--- src/cmps_pkg.sv ---
// Shared constants and types for the minimum capacity partition search.
`default_nettype none
package cmps_pkg;

  localparam int MAX_STAGES  = 1024;
  localparam int LENGTH_BITS = 16;
  localparam int ADDR_W      = $clog2(MAX_STAGES);
  localparam int CNT_W       = $clog2(MAX_STAGES + 1);
  localparam int CAP_W       = 26;
  localparam int REFUEL_W    = 10;
  localparam int PADDR_W     = 3;
  localparam int PDATA_W     = 32;

  localparam logic REG_REFUELS_ALLOWED = 1'b0;

  typedef struct packed {
    logic [CNT_W-1:0]       count;
    logic [CAP_W-1:0]       sum;
    logic [LENGTH_BITS-1:0] max;
  } search_cmd_t;

  typedef struct packed {
    logic             done;
    logic [CAP_W-1:0] result;
  } search_rsp_t;

endpackage
`default_nettype wire

--- src/cmps_search.sv ---
// Binary search over capacity with a greedy route walk through the stage memory.
`default_nettype none
module cmps_search (
  input  wire logic                            clk_i,
  input  wire logic                            rst_ni,
  input  wire logic                            start_i,
  input  wire cmps_pkg::search_cmd_t           cmd_i,
  input  wire logic [cmps_pkg::REFUEL_W-1:0]    refuels_i,
  output logic                                 rd_en_o,
  output logic      [cmps_pkg::ADDR_W-1:0]      rd_addr_o,
  input  wire logic [cmps_pkg::LENGTH_BITS-1:0] rd_data_i,
  output cmps_pkg::search_rsp_t                rsp_o,
  input  wire logic                            take_i,
  output logic                                 idle_o
);
  import cmps_pkg::*;

  localparam logic [2:0] S_IDLE  = 3'd0;
  localparam logic [2:0] S_CHECK = 3'd1;
  localparam logic [2:0] S_MID   = 3'd2;
  localparam logic [2:0] S_WALK  = 3'd3;
  localparam logic [2:0] S_DONE  = 3'd4;

  logic [2:0]          state_q, state_d;
  logic [CNT_W-1:0]    count_q, count_d;
  logic [CAP_W-1:0]    low_q, low_d;
  logic [CAP_W-1:0]    high_q, high_d;
  logic [CAP_W-1:0]    span_q, span_d;
  logic [CAP_W-1:0]    mid_q, mid_d;
  logic [CAP_W-1:0]    fuel_q, fuel_d;
  logic [REFUEL_W-1:0] refl_q, refl_d;
  logic [CNT_W-1:0]    issue_q, issue_d;
  logic [CNT_W-1:0]    proc_q, proc_d;
  logic                data_vld_q;
  logic [CAP_W-1:0]    need;
  logic [CAP_W-1:0]    mid_calc;
  logic                rd_en;
  logic                step_fail;
  logic [CAP_W-1:0]    step_fuel;
  logic [REFUEL_W-1:0] step_refl;
  logic                step_last;

  assign need     = CAP_W'(rd_data_i);
  assign mid_calc = low_q + (span_q >> 1);
  assign rd_en    = (state_q == S_WALK) && (issue_q != count_q);
  assign step_last = (proc_q == (count_q - 1'b1));

  always_comb begin
    step_fail = 1'b0;
    step_fuel = fuel_q;
    step_refl = refl_q;
    if (fuel_q >= need) begin
      step_fuel = fuel_q - need;
    end else if (refl_q != '0) begin
      step_refl = refl_q - 1'b1;
      if (mid_q < need) begin
        step_fail = 1'b1;
      end else begin
        step_fuel = mid_q - need;
      end
    end else begin
      step_fail = 1'b1;
    end
  end

  always_comb begin
    state_d = state_q;
    count_d = count_q;
    low_d   = low_q;
    high_d  = high_q;
    span_d  = span_q;
    mid_d   = mid_q;
    fuel_d  = fuel_q;
    refl_d  = refl_q;
    issue_d = issue_q;
    proc_d  = proc_q;
    case (state_q)
      S_IDLE: begin
        if (start_i) begin
          count_d = cmd_i.count;
          low_d   = CAP_W'(cmd_i.max);
          high_d  = cmd_i.sum;
          state_d = S_CHECK;
        end
      end
      S_CHECK: begin
        span_d = high_q - low_q;
        if (low_q < high_q) begin
          state_d = S_MID;
        end else begin
          state_d = S_DONE;
        end
      end
      S_MID: begin
        mid_d   = mid_calc;
        fuel_d  = mid_calc;
        refl_d  = refuels_i;
        issue_d = '0;
        proc_d  = '0;
        state_d = S_WALK;
      end
      S_WALK: begin
        if (rd_en) begin
          issue_d = issue_q + 1'b1;
        end
        if (data_vld_q) begin
          fuel_d = step_fuel;
          refl_d = step_refl;
          proc_d = proc_q + 1'b1;
          if (step_fail) begin
            low_d   = mid_q + 1'b1;
            state_d = S_CHECK;
          end else if (step_last) begin
            high_d  = mid_q;
            state_d = S_CHECK;
          end
        end
      end
      S_DONE: begin
        if (take_i) begin
          state_d = S_IDLE;
        end
      end
      default: begin
        state_d = S_IDLE;
      end
    endcase
  end

  always_ff @(posedge clk_i or negedge rst_ni) begin
    if (!rst_ni) begin
      state_q    <= S_IDLE;
      data_vld_q <= 1'b0;
    end else begin
      state_q    <= state_d;
      data_vld_q <= rd_en;
    end
  end

  always_ff @(posedge clk_i) begin
    count_q <= count_d;
    low_q   <= low_d;
    high_q  <= high_d;
    span_q  <= span_d;
    mid_q   <= mid_d;
    fuel_q  <= fuel_d;
    refl_q  <= refl_d;
    issue_q <= issue_d;
    proc_q  <= proc_d;
  end

  assign rd_en_o     = rd_en;
  assign rd_addr_o   = issue_q[ADDR_W-1:0];
  assign rsp_o.done   = (state_q == S_DONE);
  assign rsp_o.result = low_q;
  assign idle_o      = (state_q == S_IDLE);

endmodule
`default_nettype wire

--- config.mk ---
export PLATFORM = sky130hd
export DESIGN_NAME = cmps_search
export DESIGN_NICKNAME = d
export VERILOG_FILES = /design/src/cmps_pkg.sv /design/src/cmps_search.sv
export SDC_FILE = /design/constraint.sdc
export NUM_CORES = 1
export LEC_CHECK = 0
export BUFFER_PORTS_ARGS = -buffer_cell sky130_fd_sc_hd__buf_2
export CAP_MARGIN = 40
export CORE_MARGIN = 2
export CORE_UTILIZATION = 25
export DETAILED_ROUTE_END_ITERATION = 8
export SYNTH_ARGS = -nofsm -noshare
export SYNTH_HDL_FRONTEND = slang
export SYNTH_SLANG_ARGS = --single-unit
export TNS_END_PERCENT = 10
--- constraint.sdc ---
create_clock -name clk_i -period 4 [get_ports clk_i]
set_clock_uncertainty 0.2 [all_clocks]
set_input_delay 0.4 -clock clk_i [delete_from_list [all_inputs] [get_ports clk_i]]
set_output_delay 0.4 -clock clk_i [all_outputs]
set_load 0.05 [all_outputs]
==> results.rst <==
.. list-table::
   :header-rows: 1

   * - Metric
     - Value
   * - Setup bufs post-CTS
     - 0
   * - Post-detailed-route wirelength per cell
     - 16.7 µm
   * - # IOs
     - 122
   * - Headroom to the max-slew limit
     - 54.4%
   * - Count of input and output buffers
     - 121
   * - Most frequently used cell type in the post-synthesis netlist
     - nand2_1
   * - Antenna violations before repair
     - 5
   * - Relative contribution of sequential cells to total power
     - 35.0%
   * - Number of vias in the routed layout
     - 10.6k
   * - Adder-cell area share of the yosys netlist
     - 9.24%
   * - # nets final
     - 1674
   * - Sw frac
     - 43.3%
   * - Via density per instance
     - 4.84
   * - Hold Vio Cnt, Final
     - 0
   * - Area share of the largest cell type after synthesis
     - 40.4%
   * - Xor-xnor portion of the synthesized cell area
     - 10.1%
   * - Path type of the worst min-delay path
     - in -> reg
   * - Net switching power of the design
     - 0.00437 W
   * - Combinational family with the most area after synthesis
     - simple AND/OR/NAND/NOR gates
   * - Number of rows created at floorplan
     - 82
   * - Root cell of the clock tree
     - clkbuf_16
   * - H-tree lvl count
     - 4
   * - Status
     - complete, no violations
   * - Warnings from Yosys
     - 0
   * - FFs w/ async S/R, synth
     - 2.27%
   * - Number of filler cells placed in the layout
     - 5296
   * - Area growth from synthesis to layout
     - 16.9%
   * - Critical path origin
     - mid_q[0]
   * - Post-route DRC violation count
     - 0
   * - Combinational share of power
     - 48.6%
   * - Max-cap violations
     - 0
   * - Number of flops mapped to enable cells by yosys
     - 172
   * - Cell count after synthesis
     - 1375
   * - Mean instance size in the synthesized netlist
     - 9.29 µm²
   * - Fraction of synthesized area in multiplexers
     - 0.813%
   * - Part of the Yosys area used for sequential elements
     - 41.2%
   * - Area fraction in and, or, nand and nor cells after synthesis
     - 17.7%
   * - PnR worst setup slack
     - 0.327 ns
   * - Maximum clock frequency
     - 272 MHz
   * - Minimum clock period after layout
     - 3.67 ns
   * - Clock transition at the registers of the reported paths
     - 0.08 ns
   * - Clock insertion delay at the later pin of the skew report
     - 0.46 ns
   * - Area leader, netlist
     - edfxtp_1
   * - Net Count, Synth
     - 1550
   * - Beginning of the worst hold path
     - cmd_i[37]
   * - Hold Worst Slack
     - 0.0258 ns
   * - Number of global-route vias before repair
     - 10.4k
   * - Required arrival time at the worst endpoint
     - 3.95 ns
   * - Highest ir drop seen on vdd
     - 0.000318 V
   * - Category of the worst setup path launch point
     - flop
   * - Synth unique cells
     - 77
   * - Commonest register cell after synthesis
     - edfxtp_1
   * - Final RePlAce weighted congestion
     - 0.889
   * - Clk network pwr share
     - 16.4%
   * - Largest net degree at the start of global routing
     - 90
   * - Final setup viols
     - 0
   * - Initial DRT Pass Iterations
     - 5
   * - Total number of clock tree sinks
     - 176
   * - Period utilisation layout
     - 91.8%
   * - Inserted Clock Buffers
     - 17
   * - Area enclosed by the die boundary
     - 52900 µm²
   * - Synth Area in Compound Gates
     - 16.6%
   * - HPWL Detailed
     - 28400 µm
   * - Most frequent cells after synthesis
     - 183 x nand2_1, 172 x edfxtp_1, 112 x nor2_1, 94 x xnor2_1, 88 x ha_1
   * - Final Instance Count excl. Fillers
     - 2187
   * - Setup repair after global routing missed its margin
     - false
   * - Cell area after synthesis
     - 12800 µm²
   * - Crit Path Max Fanout
     - 26
   * - Clock tree from TritonCTS
     - done
   * - Maximum count of clock buffers along a single path
     - 2
   * - Total leakage power
     - 5.82 nW
   * - DRT antenna net count
     - 0
   * - Total power divided by cell area
     - 676 nW/µm²
   * - Remaining global-route overflow
     - 0
   * - Arrival time worst endpoint
     - 3.62 ns
   * - Routed wire length
     - 36400 µm
   * - Internal portion of total power
     - 0.00572 W
   * - Ratio of cells with drive above 1 in the final layout
     - 12.6%
   * - DRC marker count from the first detailed-route iteration
     - 942
   * - Starting Density
     - 25.4%
   * - Die Ht
     - 230 µm
   * - Cell count after placement
     - 2136
   * - Top post-synthesis cells by area
     - edfxtp_1 40%, ha_1 8.6%, xnor2_1 6.4%, nand2_1 5.4%, xor2_1 3.7%
   * - Horizontal extent of the die
     - 230 µm
   * - Slew Viols, Final
     - 0
   * - First-pass GRT wire length
     - 57000 µm
   * - Least-Margin Pin Slew
     - 0.667 ns
   * - Core Region
     - 50300 µm²
   * - All-Layer GR Usage
     - 13.7%
   * - Sum Neg Setup Slack
     - 0 ns
   * - Start of the worst register-to-register path
     - mid_q[0]
   * - Worst setup timing slack at the placement stage
     - 0.344 ns
   * - Number of synthesized register bits
     - 176
   * - Worst Setup Path Type
     - reg -> reg
   * - Worst setup EP type
     - flop
## layout make-up
cell class | count | area, µm² | area share [%]
diodes | 4 | 10.0 | 0.0670
clock buffers | 18 | 429 | 2.87
clock inverters | 13 | 129 | 0.863
inverters | 84 | 315 | 2.11
multi-input cells | 1064 | 6980 | 46.8
flip-flops and latches | 176 | 5270 | 35.2
well taps | 672 | 841 | 5.63
repair buffers | 156 | 966 | 6.47
## final timing paths
check | endpoint | slack (ns) | cells after the start
max reg2reg | low_q[13] | 0.33 | 13
max | low_q[13] | 0.33 | 13
min reg2reg | state_q[0] | 0.35 | 1
max in group asynchronous | state_q[1] | 3.35 | 2
min in group asynchronous | state_q[0] | 0.12 | 2
min | high_q[21] | 0.03 | 3
## stage by stage
step	utilization [%]	cell area [µm²]	total power, W
6_report	29.7	14900	0.0101
5_1_grt	29.7	14900	0.0108
4_1_cts	29.7	14900	0.0101
3_5_place_dp	28.3	14200	0.00841
3_3_place_gp	28.2	14200	0.00831
2_1_floorplan	-	12800	0.00706
## cells by family after synthesis
family | Yosys count
and+or+nand+nor | 487
AOI/OAI and AO/OA | 327
DFF | 176
xor gates and xnor gates | 148
buffers and inverters | 135
adders and majority gates | 92
muxes | 10
## layout by cell type (no fill, tap or decap), drive strengths merged, types with 5 or more instances in the layout
| cell type | Yosys | layout |
|---|---|---|
| or2 | 7 | 7 |
| a31oi | 12 | 12 |
| nand2b | 16 | 16 |
| a21oi | 78 | 78 |
| or3 | 12 | 12 |
| a21o | 25 | 25 |
| buf | 18 | 140 |
| nor2b | 12 | 12 |
| clkbuf | 33 | 18 |
| ha | 88 | 88 |
| o31ai | 6 | 6 |
| nand4 | 25 | 25 |
| mux2i | 7 | 7 |
| nor3b | 7 | 7 |
| a211o | 6 | 6 |
| edfxtp | 172 | 172 |
| dlygate4sd3 | 0 | 16 |
| a21boi | 5 | 5 |
| o21ai | 92 | 92 |
| a211oi | 16 | 16 |
| and2 | 6 | 6 |
| nor2 | 113 | 113 |
| o21bai | 7 | 7 |
| inv | 84 | 89 |
| nor4 | 9 | 9 |
| nand2 | 183 | 183 |
| nand3 | 41 | 41 |
| o2111ai | 6 | 6 |
| xnor2 | 94 | 94 |
| and3 | 18 | 18 |
| nor3 | 28 | 28 |
| o21a | 15 | 15 |
| o31a | 5 | 5 |
| xor2 | 54 | 54 |
| o211ai | 15 | 15 |
## worst max-delay path: stages (launching register included)
cell	delay, ns
edfxtp_1	0.45
inv_1	0.11
ha_1	0.16
inv_1	0.05
fa_1	0.41
a211oi_1	0.37
o21a_1	0.21
o211ai_1	0.19
nand4_1	0.15
o2111ai_1	0.18
a21o_1	0.26
nor2_1	0.18
a2bb2oi_2	0.21
buf_12	0.21
## routing by layer
layer  share of wire, %  GRT usage, %
met5              0.044             0
met4                2.6          5.36
met3                4.5          2.21
met2                 47          22.5
met1                 46          18.1
## state kept, by name (all words and copies together), names as in the netlist, 11 cells and up
register and flops:
low_q 26, span_q 25, proc_q 11, count_q 11, fuel_q 26, high_q 26, mid_q 26, issue_q 11
## power groups by stage
stage,clock network (W),registers (W),logic (W)
floorplan,0,0.00339,0.00368
global placement,0,0.00356,0.00475
detailed placement,0,0.00355,0.00485
CTS,0.00170,0.00353,0.00489
global route,0.00177,0.00360,0.00547
finish,0.00165,0.00354,0.00490
## timing repair
item	4_1_cts	5_1_grt
gates resized for setup	0	0
endpoints found under the setup margin	0	0
hold buffers	16	0
hold endpoints to repair	19	0
(Power assumes the default switching activity.)
